--- src/design/key_combo_crash_detector_macros.svh ---
// ----------------------------------------------------------------------------
// Key combo crash detector assertion macros
// Shared concurrent assertion forms; ASSERT_OFF leaves every use empty.
// ----------------------------------------------------------------------------
`ifndef KEY_COMBO_CRASH_DETECTOR_MACROS_SVH
`define KEY_COMBO_CRASH_DETECTOR_MACROS_SVH
`ifndef ASSERT_OFF
`define CKD_ASSERT_IMPLY(lbl, clk, rst, ante, cons, msg) \
   lbl: assert property (@(posedge clk) disable iff (rst) (ante) |-> (cons)) else $error(msg);
`define CKD_ASSERT_NEXT(lbl, clk, rst, ante, cons, msg) \
   lbl: assert property (@(posedge clk) disable iff (rst) (ante) |=> (cons)) else $error(msg);
`else
`define CKD_ASSERT_IMPLY(lbl, clk, rst, ante, cons, msg)
`define CKD_ASSERT_NEXT(lbl, clk, rst, ante, cons, msg)
`endif
`endif

--- src/design/ckd_pkg.sv ---
// ----------------------------------------------------------------------------
// Key combo crash detector package
// Constants, combo descriptor, command/status bundles and combo decoder.
// ----------------------------------------------------------------------------
package ckd_pkg;

   localparam int unsigned CKD_NUM_COMBOS = 2;
   localparam int unsigned CKD_MAX_KEYS   = 15;
   localparam int unsigned SLOT_KEYS      = 15;
   localparam int unsigned CFG_W          = 50;

   localparam logic [2:0]  POWER_KEY   = 3'd2;
   localparam logic [15:0] DEF_TMO_MS  = 16'd1000;

   localparam logic [CFG_W-1:0] COMBO_A_RST = 50'd4611;
   localparam logic [15:0]      HOLD_TMO_RST = 16'd6000;
   localparam logic [4:0]       HOLD_MASK_RST = 5'd5;

   // register indexes
   localparam logic [2:0] CSR_ENABLE    = 3'd0;
   localparam logic [2:0] CSR_COMBO_A   = 3'd1;
   localparam logic [2:0] CSR_COMBO_B   = 3'd2;
   localparam logic [2:0] CSR_TMO_A     = 3'd3;
   localparam logic [2:0] CSR_TMO_B     = 3'd4;
   localparam logic [2:0] CSR_HOLD_MASK = 3'd5;
   localparam logic [2:0] CSR_HOLD_TMO  = 3'd6;

   localparam logic OP_KEY  = 1'b0;
   localparam logic OP_TICK = 1'b1;

   localparam logic [1:0] UC_NONE  = 2'd0;
   localparam logic [1:0] UC_INIT  = 2'd1;
   localparam logic [1:0] UC_POWER = 2'd2;

   typedef struct packed {
      logic                       valid;
      logic                       is_long;
      logic [3:0]                 len;
      logic [SLOT_KEYS-1:0][2:0]  keys;
      logic [2:0]                 trigger;
      logic [3:0]                 knocks;
      logic [3:0]                 ul;       // number of unlock keys
      logic [15:0]                timeout;
   } combo_type;

   typedef struct packed {
      logic accept;
      logic exec;
      logic search;
      logic final_chk;
      logic load_rsp;
   } ckd_cmd_type;

   typedef struct packed {
      logic exec_retry;
      logic exec_search;
      logic exec_final;
      logic srch_found;
      logic srch_miss;
   } ckd_sts_type;

   function automatic combo_type ckd_decode(input logic [CFG_W-1:0] w,
                                            input logic [15:0] t,
                                            input logic in_range,
                                            input logic [3:0] max_keys);
      combo_type c;
      logic [3:0] tpos;
      c = '0;
      tpos = 4'd0;
      c.len = w[3:0];
      c.is_long = w[4];
      for (int i = 0; i < SLOT_KEYS; i++) begin
         c.keys[i] = w[5+3*i +: 3];
      end
      c.timeout = (t == 16'd0) ? DEF_TMO_MS : t;
      c.valid = in_range && (c.len >= 4'd2) && (c.len <= max_keys);
      if (c.valid) begin
         tpos = c.len - 4'd1;
         c.trigger = c.keys[tpos];
         if (c.is_long) begin
            c.knocks = tpos;
            c.ul = 4'd1;
         end else begin
            // unlock keys end after the last key that differs from the trigger
            for (int j = 0; j < SLOT_KEYS - 1; j++) begin
               if ((4'(j) < tpos) && (c.keys[j] != c.trigger)) begin
                  c.ul = 4'(j + 1);
               end
            end
            c.knocks = c.len - c.ul;
         end
      end
      return c;
   endfunction

   function automatic logic [SLOT_KEYS-1:0] ckd_unlock_mask(input logic [3:0] ul);
      return (15'(1) << ul) - 15'd1;
   endfunction

endpackage

--- src/design/ckd_datapath.sv ---
// ----------------------------------------------------------------------------
// Key combo crash detector datapath
// Config registers, detector state, key store, search and result registers.
// ----------------------------------------------------------------------------
`include "key_combo_crash_detector_macros.svh"

module ckd_datapath #(
   parameter int unsigned MAX_KEYS = ckd_pkg::CKD_MAX_KEYS
) (
   input  logic                      clock,
   input  logic                      reset,
   input  logic                      csr_we,
   input  logic [2:0]                csr_index,
   input  logic [49:0]               csr_wdata,
   input  logic                      req_operation,
   input  logic [2:0]                req_key,
   input  logic                      req_pressed,
   input  ckd_pkg::ckd_cmd_type      cmd,
   output ckd_pkg::ckd_sts_type      sts,
   output logic                      rsp_combo_fire,
   output logic                      rsp_combo_fired_index,
   output logic                      rsp_combo_fired_long,
   output logic                      rsp_hold_fire,
   output logic [1:0]                rsp_upload_cause
);
   import ckd_pkg::*;

   localparam int unsigned KW      = $clog2(MAX_KEYS);
   localparam logic [3:0]  MAX_CNT = 4'(MAX_KEYS);

   // config
   logic             enable_ff;
   logic [CFG_W-1:0] combo_a_ff, combo_b_ff;
   logic [15:0]      tmo_a_ff, tmo_b_ff, hold_tmo_ff;
   logic [4:0]       hold_mask_ff;

   // latched word
   logic       op_ff, pressed_ff;
   logic [2:0] key_ff;

   // detector state
   logic [31:0]          now_ff, now_in;
   logic [2:0]           stored_ff [MAX_KEYS];
   logic [3:0]           sc_ff, sc_in;
   logic                 cur_ff, cur_in;
   logic [SLOT_KEYS-1:0] useen_ff, useen_in;
   logic [3:0]           knock_ff, knock_in;
   logic                 uv_ff, uv_in, tv_ff, tv_in;
   logic [31:0]          ut_ff, ut_in, tt_ff, tt_in;
   logic                 stray_ff, stray_in;
   logic [4:0]           hmap_ff, hmap_in;
   logic                 cdl_act_ff, cdl_act_in, cdl_idx_ff, cdl_idx_in;
   logic [31:0]          cdl_t_ff, cdl_t_in;
   logic                 hdl_act_ff, hdl_act_in;
   logic [31:0]          hdl_t_ff, hdl_t_in;
   logic [1:0]           srch_idx_ff, srch_idx_in;
   logic [3:0]           pos_ff, pos_in;

   // result of the current word, then the output register
   logic       res_fire_ff, res_fire_in, res_idx_ff, res_idx_in;
   logic       res_long_ff, res_long_in, res_hold_ff, res_hold_in;
   logic [1:0] res_uc_ff, res_uc_in;
   logic       rsp_fire_ff, rsp_idx_ff, rsp_long_ff, rsp_hold_ff;
   logic [1:0] rsp_uc_ff;

   combo_type            dec0, dec1, dec_cur, dec_srch, dec_um;
   logic                 fv, srch_end, st_we, clr_all, clr_to;
   logic [SLOT_KEYS-1:0] um_bits, useen_new;
   logic                 um_hit, um_full;
   logic [3:0]           sc_inc;
   logic [2:0]           st_rd;
   logic [7:0]           hbit8;
   logic [4:0]           hbit, hmap_new;
   logic                 hold_hit;
   logic [31:0]          now_inc, hdl_diff, cdl_diff, order_diff, span;
   logic                 hold_due, cdl_due, order_ok, in_time;

   always_ff @(posedge clock) begin
      if (reset) begin
         enable_ff    <= 1'b1;
         combo_a_ff   <= COMBO_A_RST;
         combo_b_ff   <= '0;
         tmo_a_ff     <= DEF_TMO_MS;
         tmo_b_ff     <= DEF_TMO_MS;
         hold_mask_ff <= HOLD_MASK_RST;
         hold_tmo_ff  <= HOLD_TMO_RST;
      end else if (csr_we) begin
         unique case (csr_index)
            CSR_ENABLE:    enable_ff    <= csr_wdata[0];
            CSR_COMBO_A:   combo_a_ff   <= csr_wdata;
            CSR_COMBO_B:   combo_b_ff   <= csr_wdata;
            CSR_TMO_A:     tmo_a_ff     <= csr_wdata[15:0];
            CSR_TMO_B:     tmo_b_ff     <= csr_wdata[15:0];
            CSR_HOLD_MASK: hold_mask_ff <= csr_wdata[4:0];
            CSR_HOLD_TMO:  hold_tmo_ff  <= csr_wdata[15:0];
            default: ;
         endcase
      end
   end

   assign dec0 = ckd_decode(combo_a_ff, tmo_a_ff, 1'(CKD_NUM_COMBOS > 0), MAX_CNT);
   assign dec1 = ckd_decode(combo_b_ff, tmo_b_ff, 1'(CKD_NUM_COMBOS > 1), MAX_CNT);
   assign fv       = !dec0.valid && dec1.valid;
   assign dec_cur  = cur_ff ? dec1 : dec0;
   assign srch_end = srch_idx_ff >= 2'(CKD_NUM_COMBOS);
   assign dec_srch = (srch_idx_ff == 2'd0) ? dec0 : ((srch_idx_ff == 2'd1) ? dec1 : '0);
   assign dec_um   = cmd.search ? dec_srch : dec_cur;

   always_comb begin
      for (int i = 0; i < SLOT_KEYS; i++) begin
         um_bits[i] = (4'(i) < dec_um.ul) && (dec_um.keys[i] == key_ff);
      end
   end
   assign useen_new = useen_ff | um_bits;
   assign um_hit    = |um_bits;
   assign um_full   = useen_new == ckd_unlock_mask(dec_um.ul);

   assign sc_inc = sc_ff + 4'd1;
   assign st_rd  = stored_ff[pos_ff[KW-1:0]];

   assign hbit8    = 8'd1 << key_ff;
   assign hbit     = hbit8[4:0];
   assign hold_hit = enable_ff && (|(hbit & hold_mask_ff));
   assign hmap_new = (hmap_ff & ~hbit) | (pressed_ff ? hbit : 5'd0);

   assign now_inc  = now_ff + 32'd1;
   assign hdl_diff = now_inc - hdl_t_ff;
   assign cdl_diff = now_inc - cdl_t_ff;
   assign hold_due = hdl_act_ff && !hdl_diff[31];
   assign cdl_due  = cdl_act_ff && !cdl_diff[31];

   assign order_diff = ut_ff - tt_ff;
   assign order_ok   = order_diff[31];
   assign span       = tt_ff - ut_ff;
   assign in_time    = span < {16'd0, dec_cur.timeout};

   always_comb begin
      now_in = now_ff;      sc_in = sc_ff;         cur_in = cur_ff;
      useen_in = useen_ff;  knock_in = knock_ff;
      uv_in = uv_ff;        ut_in = ut_ff;         tv_in = tv_ff;     tt_in = tt_ff;
      stray_in = stray_ff;  hmap_in = hmap_ff;
      cdl_act_in = cdl_act_ff; cdl_t_in = cdl_t_ff; cdl_idx_in = cdl_idx_ff;
      hdl_act_in = hdl_act_ff; hdl_t_in = hdl_t_ff;
      srch_idx_in = srch_idx_ff; pos_in = pos_ff;
      res_fire_in = res_fire_ff; res_idx_in = res_idx_ff; res_long_in = res_long_ff;
      res_hold_in = res_hold_ff; res_uc_in = res_uc_ff;
      sts = '0;
      st_we = 1'b0;
      clr_all = 1'b0;
      clr_to = 1'b0;

      if (cmd.accept) begin
         res_fire_in = 1'b0; res_idx_in = 1'b0; res_long_in = 1'b0;
         res_hold_in = 1'b0; res_uc_in = UC_NONE;
      end else if (cmd.exec) begin
         if (op_ff == OP_TICK) begin
            now_in = now_inc;
            if (hold_due) begin
               hdl_act_in = 1'b0;
               res_hold_in = 1'b1;
               res_uc_in = UC_POWER;
            end
            if (cdl_due) begin
               cdl_act_in = 1'b0;
               res_fire_in = 1'b1;
               res_idx_in = cdl_idx_ff;
               res_long_in = 1'b1;
            end
         end else begin
            // hold detector
            if (hold_hit) begin
               hmap_in = hmap_new;
               if (pressed_ff) begin
                  if (hmap_new == hold_mask_ff) begin
                     hdl_act_in = 1'b1;
                     hdl_t_in = now_ff + {16'd0, hold_tmo_ff};
                  end
               end else begin
                  hdl_act_in = 1'b0;
               end
            end
            // combo detector
            cdl_act_in = 1'b0;
            if (!pressed_ff) begin
               res_uc_in = UC_INIT;
               if (!dec_cur.valid || (useen_ff != ckd_unlock_mask(dec_cur.ul))
                   || (key_ff != dec_cur.trigger)) begin
                  clr_all = 1'b1;
               end
            end else begin
               if (key_ff == POWER_KEY) begin
                  res_uc_in = UC_POWER;
               end
               if (enable_ff) begin
                  if (!dec_cur.valid) begin
                     clr_all = 1'b1;
                     sts.exec_retry = dec0.valid || dec1.valid;
                  end else begin
                     st_we = 1'b1;
                     sc_in = sc_inc;
                     if (um_hit) begin
                        useen_in = useen_new;
                        if (um_full && !uv_ff) begin
                           uv_in = 1'b1;
                           ut_in = now_ff;
                        end
                        sts.exec_final = 1'b1;
                     end else if ((key_ff == dec_cur.trigger) && (sc_inc <= dec_cur.len)) begin
                        tv_in = 1'b1;
                        tt_in = now_ff;
                        knock_in = knock_ff + 4'd1;
                        sts.exec_final = 1'b1;
                     end else begin
                        sts.exec_search = 1'b1;
                        srch_idx_in = {1'b0, cur_ff} + 2'd1;
                        pos_in = 4'd0;
                     end
                  end
               end
            end
         end
      end else if (cmd.search) begin
         if (srch_end) begin
            stray_in = 1'b1;
            clr_to = 1'b1;
            sts.srch_miss = 1'b1;
         end else if (!dec_srch.valid || (dec_srch.len < sc_ff)
                      || (st_rd != dec_srch.keys[pos_ff])) begin
            srch_idx_in = srch_idx_ff + 2'd1;
            pos_in = 4'd0;
         end else if (pos_ff == sc_ff - 4'd1) begin
            cur_in = srch_idx_ff[0];
            if (um_hit) begin
               useen_in = useen_new;
               if (um_full && !uv_ff) begin
                  uv_in = 1'b1;
                  ut_in = now_ff;
               end
            end else begin
               tv_in = 1'b1;
               tt_in = now_ff;
               knock_in = knock_ff + 4'd1;
            end
            sts.srch_found = 1'b1;
         end else begin
            pos_in = pos_ff + 4'd1;
         end
      end else if (cmd.final_chk) begin
         if (uv_ff && tv_ff && !stray_ff && order_ok) begin
            if (in_time) begin
               if (knock_ff == dec_cur.knocks) begin
                  if (dec_cur.is_long) begin
                     cdl_act_in = 1'b1;
                     cdl_t_in = now_ff + {16'd0, dec_cur.timeout};
                     cdl_idx_in = cur_ff;
                  end else begin
                     res_fire_in = 1'b1;
                     res_idx_in = cur_ff;
                     res_long_in = 1'b0;
                  end
               end
            end else begin
               clr_all = 1'b1;
            end
         end
         if (sc_ff >= MAX_CNT) begin
            clr_all = 1'b1;
         end
      end

      // detector clear, always the last action of a step
      if (clr_all) begin
         stray_in = 1'b0;
      end
      if (clr_all || clr_to) begin
         sc_in = 4'd0;
         cur_in = fv;
         uv_in = 1'b0;
         ut_in = '0;
         tv_in = 1'b0;
         tt_in = '0;
         useen_in = '0;
         knock_in = 4'd0;
      end
   end

   always_ff @(posedge clock) begin
      if (reset) begin
         now_ff <= '0;      sc_ff <= '0;       cur_ff <= 1'b0;
         useen_ff <= '0;    knock_ff <= '0;
         uv_ff <= 1'b0;     ut_ff <= '0;       tv_ff <= 1'b0;     tt_ff <= '0;
         stray_ff <= 1'b0;  hmap_ff <= '0;
         cdl_act_ff <= 1'b0; hdl_act_ff <= 1'b0;
         srch_idx_ff <= '0; pos_ff <= '0;
         res_fire_ff <= 1'b0; res_idx_ff <= 1'b0; res_long_ff <= 1'b0;
         res_hold_ff <= 1'b0; res_uc_ff <= UC_NONE;
         rsp_fire_ff <= 1'b0; rsp_idx_ff <= 1'b0; rsp_long_ff <= 1'b0;
         rsp_hold_ff <= 1'b0; rsp_uc_ff <= UC_NONE;
      end else begin
         now_ff <= now_in;      sc_ff <= sc_in;       cur_ff <= cur_in;
         useen_ff <= useen_in;  knock_ff <= knock_in;
         uv_ff <= uv_in;        ut_ff <= ut_in;       tv_ff <= tv_in;     tt_ff <= tt_in;
         stray_ff <= stray_in;  hmap_ff <= hmap_in;
         cdl_act_ff <= cdl_act_in; hdl_act_ff <= hdl_act_in;
         srch_idx_ff <= srch_idx_in; pos_ff <= pos_in;
         res_fire_ff <= res_fire_in; res_idx_ff <= res_idx_in; res_long_ff <= res_long_in;
         res_hold_ff <= res_hold_in; res_uc_ff <= res_uc_in;
         if (cmd.load_rsp) begin
            rsp_fire_ff <= res_fire_ff; rsp_idx_ff <= res_idx_ff;
            rsp_long_ff <= res_long_ff; rsp_hold_ff <= res_hold_ff;
            rsp_uc_ff <= res_uc_ff;
         end
      end
   end

   always_ff @(posedge clock) begin
      cdl_t_ff <= cdl_t_in;
      cdl_idx_ff <= cdl_idx_in;
      hdl_t_ff <= hdl_t_in;
      if (cmd.accept) begin
         op_ff <= req_operation;
         key_ff <= req_key;
         pressed_ff <= req_pressed;
      end
      if (st_we) begin
         stored_ff[sc_ff[KW-1:0]] <= key_ff;
      end
   end

   assign rsp_combo_fire        = rsp_fire_ff;
   assign rsp_combo_fired_index = rsp_idx_ff;
   assign rsp_combo_fired_long  = rsp_long_ff;
   assign rsp_hold_fire         = rsp_hold_ff;
   assign rsp_upload_cause      = rsp_uc_ff;

   `CKD_ASSERT_IMPLY(a_store_room, clock, reset, cmd.accept, sc_ff < MAX_CNT, "key store overfull between words")
   `CKD_ASSERT_IMPLY(a_search_nonempty, clock, reset, cmd.search, sc_ff != 4'd0, "search with empty key store")
   `CKD_ASSERT_IMPLY(a_fire_fields, clock, reset, !rsp_fire_ff, !rsp_idx_ff && !rsp_long_ff, "fire fields set without a fire")

endmodule

--- src/design/ckd_ctrl.sv ---
// ----------------------------------------------------------------------------
// Key combo crash detector controller
// Sequences accept, update, prefix search, fire check and result load.
// ----------------------------------------------------------------------------
`include "key_combo_crash_detector_macros.svh"

module ckd_ctrl (
   input  logic                  clock,
   input  logic                  reset,
   input  logic                  req_valid,
   output logic                  req_stall,
   output logic                  rsp_valid,
   input  logic                  rsp_stall,
   input  ckd_pkg::ckd_sts_type  sts,
   output ckd_pkg::ckd_cmd_type  cmd
);
   import ckd_pkg::*;

   typedef enum logic [4:0] {
      ST_IDLE   = 5'b00001,
      ST_EXEC   = 5'b00010,
      ST_SEARCH = 5'b00100,
      ST_FINAL  = 5'b01000,
      ST_OUT    = 5'b10000
   } ckd_state_type;

   ckd_state_type state_ff, state_in;
   logic          rsp_valid_ff, rsp_valid_in;

   always_comb begin
      cmd = '0;
      cmd.accept    = (state_ff == ST_IDLE) && req_valid;
      cmd.exec      = state_ff == ST_EXEC;
      cmd.search    = state_ff == ST_SEARCH;
      cmd.final_chk = state_ff == ST_FINAL;
      cmd.load_rsp  = (state_ff == ST_OUT) && (!rsp_valid_ff || !rsp_stall);
   end

   always_comb begin
      state_in = state_ff;
      unique case (state_ff)
         ST_IDLE: begin
            if (req_valid) begin
               state_in = ST_EXEC;
            end
         end
         ST_EXEC: begin
            if (sts.exec_retry) begin
               state_in = ST_EXEC;
            end else if (sts.exec_search) begin
               state_in = ST_SEARCH;
            end else if (sts.exec_final) begin
               state_in = ST_FINAL;
            end else begin
               state_in = ST_OUT;
            end
         end
         ST_SEARCH: begin
            if (sts.srch_found) begin
               state_in = ST_FINAL;
            end else if (sts.srch_miss) begin
               state_in = ST_OUT;
            end
         end
         ST_FINAL: state_in = ST_OUT;
         ST_OUT: begin
            if (cmd.load_rsp) begin
               state_in = ST_IDLE;
            end
         end
         default: state_in = ST_IDLE;
      endcase
   end

   assign rsp_valid_in = (rsp_valid_ff && rsp_stall) || cmd.load_rsp;

   always_ff @(posedge clock) begin
      if (reset) begin
         state_ff <= ST_IDLE;
         rsp_valid_ff <= 1'b0;
      end else begin
         state_ff <= state_in;
         rsp_valid_ff <= rsp_valid_in;
      end
   end

   assign req_stall = state_ff != ST_IDLE;
   assign rsp_valid = rsp_valid_ff;

   `CKD_ASSERT_NEXT(a_accept_exec, clock, reset, cmd.accept, state_ff == ST_EXEC, "accepted word not executed")
   `CKD_ASSERT_NEXT(a_load_valid, clock, reset, cmd.load_rsp, rsp_valid_ff && (state_ff == ST_IDLE), "result load lost")
   `CKD_ASSERT_IMPLY(a_search_sts, clock, reset, state_ff == ST_SEARCH, !(sts.srch_found && sts.srch_miss), "search both hit and missed")

endmodule

--- src/design/key_combo_crash_detector.sv ---
// ----------------------------------------------------------------------------
// Key combo crash detector
// Detects programmed key combinations and a key-hold hard reset from key
// events and one-millisecond ticks; reports upload-cause hints.
// ----------------------------------------------------------------------------
//  channel | ports                         | dir | word
//  req     | req_valid / req_stall         | in  | operation, key, pressed
//  rsp     | rsp_valid / rsp_stall         | out | fire, index, long, hold, cause
//  csr     | csr_we, csr_index, csr_wdata  | in  | one register per write
//
//  One word is in flight at a time. A tick or a release runs from accept
//  through execute to result load; a press that fits the current combo adds
//  a fire check. A press that leaves it walks later combos one stored key a
//  cycle, then goes to the fire check or, on a miss, to the result load.
//  Synchronous reset sets config to defaults and clears detector state;
//  stored keys, the latched word and the deadline times are not cleared.
//  A stalled result sits in the output register; the next word is accepted
//  meanwhile and its result waits for that register to empty.
// ----------------------------------------------------------------------------
module key_combo_crash_detector #(
   parameter int unsigned MAX_KEYS = ckd_pkg::CKD_MAX_KEYS
) (
   input  logic        clock,
   input  logic        reset,
   input  logic        csr_we,
   input  logic [2:0]  csr_index,
   input  logic [49:0] csr_wdata,
   input  logic        req_valid,
   output logic        req_stall,
   input  logic        req_operation,
   input  logic [2:0]  req_key,
   input  logic        req_pressed,
   output logic        rsp_valid,
   input  logic        rsp_stall,
   output logic        rsp_combo_fire,
   output logic        rsp_combo_fired_index,
   output logic        rsp_combo_fired_long,
   output logic        rsp_hold_fire,
   output logic [1:0]  rsp_upload_cause
);
   import ckd_pkg::*;

   // controller <-> datapath
   ckd_cmd_type cmd;
   ckd_sts_type sts;

   ckd_ctrl u_ctrl (
      .clock     (clock),
      .reset     (reset),
      .req_valid (req_valid),
      .req_stall (req_stall),
      .rsp_valid (rsp_valid),
      .rsp_stall (rsp_stall),
      .sts       (sts),
      .cmd       (cmd)
   );

   // datapath holds config, detector state, key store and result register
   ckd_datapath #(
      .MAX_KEYS (MAX_KEYS)
   ) u_dp (
      .clock                 (clock),
      .reset                 (reset),
      .csr_we                (csr_we),
      .csr_index             (csr_index),
      .csr_wdata             (csr_wdata),
      .req_operation         (req_operation),
      .req_key               (req_key),
      .req_pressed           (req_pressed),
      .cmd                   (cmd),
      .sts                   (sts),
      .rsp_combo_fire        (rsp_combo_fire),
      .rsp_combo_fired_index (rsp_combo_fired_index),
      .rsp_combo_fired_long  (rsp_combo_fired_long),
      .rsp_hold_fire         (rsp_hold_fire),
      .rsp_upload_cause      (rsp_upload_cause)
   );

endmodule
--- config.mk ---
export PLATFORM = sky130hd
export DESIGN_NAME = key_combo_crash_detector
export DESIGN_NICKNAME = d
export VERILOG_FILES = /design/src/design/ckd_pkg.sv /design/src/design/ckd_datapath.sv /design/src/design/ckd_ctrl.sv /design/src/design/key_combo_crash_detector.sv
export VERILOG_INCLUDE_DIRS = /design/src /design/src/design
export SDC_FILE = /design/constraint.sdc
export NUM_CORES = 1
export LEC_CHECK = 0
export BUFFER_PORTS_ARGS = -buffer_cell sky130_fd_sc_hd__buf_2
export CORE_ASPECT_RATIO = 1.5
export CORE_MARGIN = 5
export CORE_UTILIZATION = 40
export CTS_BUF_LIST = sky130_fd_sc_hd__clkbuf_4 sky130_fd_sc_hd__clkbuf_8 sky130_fd_sc_hd__clkbuf_16
export DETAILED_ROUTE_END_ITERATION = 10
export PLACE_DENSITY = 0.64
export SLEW_MARGIN = 5
export SYNTH_ARGS = -nofsm -noshare
export SYNTH_HDL_FRONTEND = slang
export SYNTH_HIERARCHICAL = 1
export SYNTH_SLANG_ARGS = --single-unit
--- constraint.sdc ---
create_clock -name clock -period 8.1 [get_ports clock]
set_input_delay 2.43 -clock clock [delete_from_list [all_inputs] [get_ports clock]]
set_output_delay 2.43 -clock clock [all_outputs]
set_load 0.05 [all_outputs]
==> impl_metrics.ini, run 1 <==
[status]
outcome = completed

[timing]
hold_viol_final = 0
setup_violations = 0
maxSlewViolCount = 0
setup_slack_ns = 0.508
maxSlewHeadroom_pct = 11.7
fin_worst_skew_ns = 0.0482
fmax_ghz = 0.132
min_period_ns = 7.59
fin_crit_sh_pct = 93.7
fin_tns_setup_ns = 0
worstMarginPinSlew_ns = 1.31

[cts]
post-cts-setup-buffer-count = 0
cts_buffer_depth = 3
insertion_delay_ns = 0.63
clock_sinks = 427
htreeDepth = 2
clkTransAtPathRegs_ns = 0.07
cts_tree = done
cts_buffers = 44
cts_root_buf = clkbuf_16

[synthesis]
synth_most_common_cell = nand2_1
syn_avg_cell_area_um2 = 8.52
yosysTopAreaCell = dfxtp_1
ys_seq_area_share_pct = 32.6
syn-num-nets = 3759
netlist_area_um2 = 29800
synth_cell_type_count = 110
synth_cells = 3493
ys.flop_type = dfxtp_1
ys_ff_latch = 427
synth_edf_count = 115
yosysTopAreaCellShare_pct = 21.0
synth_common_cells = nand2_1, dfxtp_1, a21oi_1, nor2_1, inv_1
synthTopCellsByArea = dfxtp_1, edfxtp_1, ha_1
synth_warnings = 6
async_reset_ff_share_pct = 0

[placed_design]
dp_slack_ns = 0.653
port_buffers = 70
hpwl_um = 72400
place_area_um2 = 31000
place_congestion = 0.979

[drt]
routed_wl_um = 95700
drt-initial-drc-count = 1774
first_pass_iters = 6
route.detailed.drc = 0
vias_per_cell = 5.72
wl_per_cell_um = 21.3
postRouteAntennaNets = 0
via_count = 25707

[global_routing]
grt_usage_pct = 23.3
antenna_found_initial = 2
grt_pass1_vias = 25530
grt_start_max_net_pins = 151
overflow = 0
grt_pass1_wl_um = 147000

[flow_run]
max_cap_violations = 0

[finish]
fin_nets = 3736
antenna_cells = 0
fillers = 7378
area_growth_pct = 9.50
final_cell_area_um2 = 32600
fin_util_pct = 44.2
layout-drive-gt1-share_pct = 9.56

[setup_path]
arrival_ns = 8.13
crit_type = reg -> reg
cp_slowest_cell = ha_1
cp_max_fo = 59
crit_start = u_dp/combo_a_ff[0]
r2r_start = u_dp/combo_a_ff[0]
cp_num_buf_inv = 3
max_stage_delay_ns = 0.66
crit_path_start_kind = register
cpLargestDelayFamily = compound AO/OA/AOI/OAI gates
end_kind = register
critPathRequiredTime_ns = 8.63

[worst_hold_path]
worst_hold_path_type = reg -> reg
min_from = u_dp/hold_tmo_ff[11]

[pwr]
powerDensity_nw_per_um2 = 164
total_power_mw = 5.36
p_leak_nw = 12.6
ir_drop_mv = 0.157

[floorplanning]
initial_utilization_pct = 40.4
die_h_um = 344
core.rowCount = 122
die_w_um = 233
die-area_um2 = 80000
io_pins = 71
coreArea_um2 = 73700
-- power by group --
| group | switching (mW) | leakage [nW] | internal, mW | total (mW) |
|---|---|---|---|---|
| Sequential | 0.0338 | 3.54 | 2.21 | 2.24 |
| Clock | 0.947 | 0.777 | 1.29 | 2.24 |
| Combinational | 0.563 | 8.33 | 0.316 | 0.879 |
| Total | 1.54 | 12.6 | 3.81 | 5.36 |
-- through the flow --
stage / hold WS [ns] / cells
2_1_floorplan: 0.406 / 3493
3_3_place_gp: 0.451 / 4416
3_5_place_dp: 0.455 / 4416
4_1_cts: 0.466 / 4498
5_1_grt: 0.484 / 4498
6_report: 0.465 / 4498
-- state kept, by name (all words and copies together) (netlist names), 32 cells and up, named ones only --
register / cells
u_dp/cdl_t_ff: 32
u_dp/combo_a_ff: 50
u_dp/combo_b_ff: 50
u_dp/hdl_t_ff: 32
u_dp/now_ff: 32
u_dp/stored_ff: 45
u_dp/tt_ff: 32
u_dp/ut_ff: 32
-- worst min-delay path: cells and delay by family, from the launching register on --
kind / cells / cell delay, ns
simple gates: 1 / 0.05
compound gates: 1 / 0.05
flops: 1 / 0.31
-- metal layers --
metal,vias up,wire length [µm],track usage [%]
li1,12294,-,-
met3,325,4310,3.15
met1,12271,34500,24.5
met2,817,49100,43.0
met5,-,0,0
met4,0,7780,15.7
-- kinds of logic (layout without fill, tap and decap cells) --
kind of cell | after synthesis | in the layout | share of synthesized area [%]
AO/OA/AOI/OAI | 830 | 830 | 18.3
buffers and inverters | 441 | 454 | 6.10
multiplexers | 163 | 163 | 7.64
AND/OR/NAND/NOR | 1134 | 1134 | 17.9
adder cells (fa/ha/maj) | 203 | 203 | 8.66
flip-flops | 427 | 427 | 32.6
XOR/XNOR | 295 | 295 | 8.77
-- final timing paths --
path	end	slack, ns	cells past startpoint
max	u_dp/ut_ff[9]	0.51	26
min	u_dp/hold_tmo_ff[11]	0.47	2
max reg2reg	u_dp/ut_ff[9]	0.51	26
min reg2reg	u_dp/hold_tmo_ff[11]	0.47	2
-- timing repair --
item | in CTS | in global routing
hold buffers | 0 | 0
setup endpoints to repair | 0 | 10
resized for setup | 0 | 1
-- cell type report --
type / count / area (µm²) / area share [%]
Multi-Input combinational cell: 2625 / 18300 / 56.1
Clock buffer: 53 / 1220 / 3.75
Sequential cell: 427 / 9700 / 29.8
Inverter: 240 / 901 / 2.77
Tap cell: 992 / 1240 / 3.81
Timing Repair Buffer: 132 / 860 / 2.64
Clock inverter: 29 / 367 / 1.13
-- cells in the final DEF, fill, tap and decap left out, types with 9 or more instances in the layout --
master,count
mux4_2,49
xnor2_1,174
and3_1,26
edfxtp_1,115
a21o_1,30
nand3_1,88
nand3b_1,29
nor4_1,18
inv_1,237
buf_4,59
o21a_1,40
o21ai_0,119
clkbuf_16,46
a211oi_1,22
o31ai_1,13
o21ai_1,37
nand4_1,33
a41oi_1,9
a22oi_1,58
buf_2,69
nor2_1,260
ha_1,198
xor2_1,119
mux2i_1,106
a32oi_1,10
or3_1,17
nor3b_1,10
nor3_1,71
nand2_1,437
dfxtp_1,311
o211ai_1,11
a21oi_1,291
or2_2,10
and2_1,15
nand2b_1,37
a211o_1,12
a31oi_1,33
nor2b_1,35
a21boi_0,21
(Power assumes the default switching activity.)
==> run 2: changes to the inputs <==
--- a/config.mk
+++ b/config.mk
@@ -7,12 +7,14 @@
 export NUM_CORES = 1
 export LEC_CHECK = 0
 export BUFFER_PORTS_ARGS = -buffer_cell sky130_fd_sc_hd__buf_2
+export CAP_MARGIN = 20
 export CORE_ASPECT_RATIO = 1.5
 export CORE_MARGIN = 5
 export CORE_UTILIZATION = 40
 export CTS_BUF_LIST = sky130_fd_sc_hd__clkbuf_4 sky130_fd_sc_hd__clkbuf_8 sky130_fd_sc_hd__clkbuf_16
 export DETAILED_ROUTE_END_ITERATION = 10
 export PLACE_DENSITY = 0.64
+export RECOVER_POWER = 25
 export SLEW_MARGIN = 5
 export SYNTH_ARGS = -nofsm -noshare
 export SYNTH_HDL_FRONTEND = slang
==> run 2 against run 1 <==
  * The run now ends with max-capacitance violations, max-slew violations left
  * Count of clock-buffer cells in the layout up 5
  * Cell count about the same
  * Power down 1.5%
  * Worst hold slack worse by 0.00058 ns
  * Sequential cell count unchanged
  * Setup slack better by 0.010 ns
  * Clock skew down 0.0071 ns
  * Non-clock buffer count up 3
  * Largest power group unchanged
==> impl_metrics.ini, run 2 (same netlist as run 1, synthesis figures left out) <==
[placed_design]
place_congestion = 0.979
port_buffers = 70
dp_slack_ns = 0.637
place_area_um2 = 31000
hpwl_um = 72600
place_inst = 4418

[drt]
first_pass_iters = 6
routed_wl_um = 95900
route.detailed.drc = 0
via_count = 25814
vias_per_cell = 5.74
drt-initial-drc-count = 1769
postRouteAntennaNets = 0
wl_per_cell_um = 21.3

[timing]
fin_worst_skew_ns = 0.0412
fin_crit_sh_pct = 93.6
worstMarginPinSlew_ns = 3.28
maxSlewViolCount = 459
maxSlewHeadroom_pct = -118
setup_slack_ns = 0.518
fmax_ghz = 0.132
fin_tns_setup_ns = 0
rsz0062_at_grt = no
whs_ns = 0.465
min_period_ns = 7.58
setup_violations = 0
hold_viol_final = 0

[floorplanning]
die_h_um = 344
die_w_um = 233
coreArea_um2 = 73700
io_pins = 71
core.rowCount = 122
die-area_um2 = 80000
initial_utilization_pct = 40.4

[global_routing]
grt_pass1_wl_um = 147000
grt_usage_pct = 23.4
grt_start_max_net_pins = 151
grt_pass1_vias = 25396
antenna_found_initial = 4
overflow = 0

[worst_hold_path]
worst_hold_path_type = reg -> reg

[pwr]
p_leak_nw = 12.6
powerDensity_nw_per_um2 = 162
ir_drop_mv = 0.169

[cts]
cts_root_buf = clkbuf_16
clock_sinks = 427
cts_resized = 0
cts-hold-fix-buffers = 0
cts_buffers = 44
cts_buffer_depth = 3
post-cts-setup-buffer-count = 0
clkTransAtPathRegs_ns = 0.07
insertion_delay_ns = 0.62
cts_tree = done
htreeDepth = 2

[flow_run]
max_cap_violations = 8

[setup_path]
arrival_ns = 8.11
crit_type = reg -> reg
end_kind = register
crit_path_start_kind = register
critPathRequiredTime_ns = 8.63
cp_max_fo = 59

[status]
violations = max-capacitance violations, max-slew violations
outcome = finished with violations

[finish]
mostFrequentLayoutCells = nand2_1, dfxtp_1, a21oi_1, nor2_1, inv_1
fillers = 7325
final_cell_area_um2 = 32500
fin_nets = 3739
area_growth_pct = 9.21
stdcell_count = 4501
layout_commonest_cell = nand2_1
layout-drive-gt1-share_pct = 9.26
[run 2: cell types whose count changed in the layout (fill, tap and decap cells not counted), moves of 2 or more]
cell	before	now
clkbuf_1	0	11
buf_4	59	52
clkbuf_8	3	7
inv_4	4	0
bufinv_16	6	3
clkbuf_4	4	6
clkinvlp_2	0	2
inv_8	0	2
[run 2: stage by stage]
stage,power (mW),utilization [%]
detailed placement,3.15,42.0
floorplan,2.89,-
global route,5.48,44.1
finish,5.28,44.1
CTS,5.32,44.1
global placement,3.15,42.0
[run 2: final cells by class]
cell class	instances	area, µm²	area share, %
repair buffers	135	837	2.58
clock inverters	23	260	0.801
flip-flops and latches	427	9700	29.9
inverters	240	901	2.77
well taps	992	1240	3.82
clock buffers	58	1270	3.90
multi-input cells	2625	18300	56.3
diodes	1	2.50	0.00770
[run 2: worst paths after layout]
kind | startpoint | endpoint | slack [ns] | depth (start not counted)
worst max-delay path | u_dp/combo_a_ff[0] | u_dp/ut_ff[6] | 0.52 | 27
worst min-delay path | u_dp/hold_tmo_ff[11] | u_dp/hold_tmo_ff[11] | 0.46 | 2
worst max register to register | u_dp/combo_a_ff[0] | u_dp/ut_ff[6] | 0.52 | 27
worst min register to register | u_dp/hold_tmo_ff[11] | u_dp/hold_tmo_ff[11] | 0.46 | 2
[run 2: metal layers]
metal,vias up,GRT usage [%],share of wire (%)
met3,322,3.17,4.4
met1,12406,24.8,36
met5,-,0,0
li1,12302,-,-
met4,0,15.8,8.1
met2,784,42.8,51
[run 2: critical path, cell delays in order, from the launching register on]
cell	delay, ns
dfxtp_1	0.33
inv_1	0.10
ha_1	0.65
buf_4	0.30
mux4_2	0.31
nor3_1	0.30
a221oi_4	0.11
buf_4	0.24
xnor2_1	0.14
a31oi_1	0.32
and2_1	0.19
a311oi_1	0.05
o41ai_1	0.69
o21ba_2	0.38
and2_1	0.26
nand2_1	0.08
ha_1	0.31
xnor2_1	0.13
a31oi_1	0.16
o2111a_1	0.22
o41ai_1	0.08
a2111oi_0	0.38
o2111a_1	0.23
nand4_1	0.23
a21oi_1	0.45
nand2_4	0.31
buf_12	0.28
a21oi_1	0.17
[run 2: power breakdown]
group          switching [mW]  leakage, nW  internal (mW)
sequential             0.0340         3.54           2.21
clock                   0.941        0.746           1.22
combinational           0.562         8.31          0.316
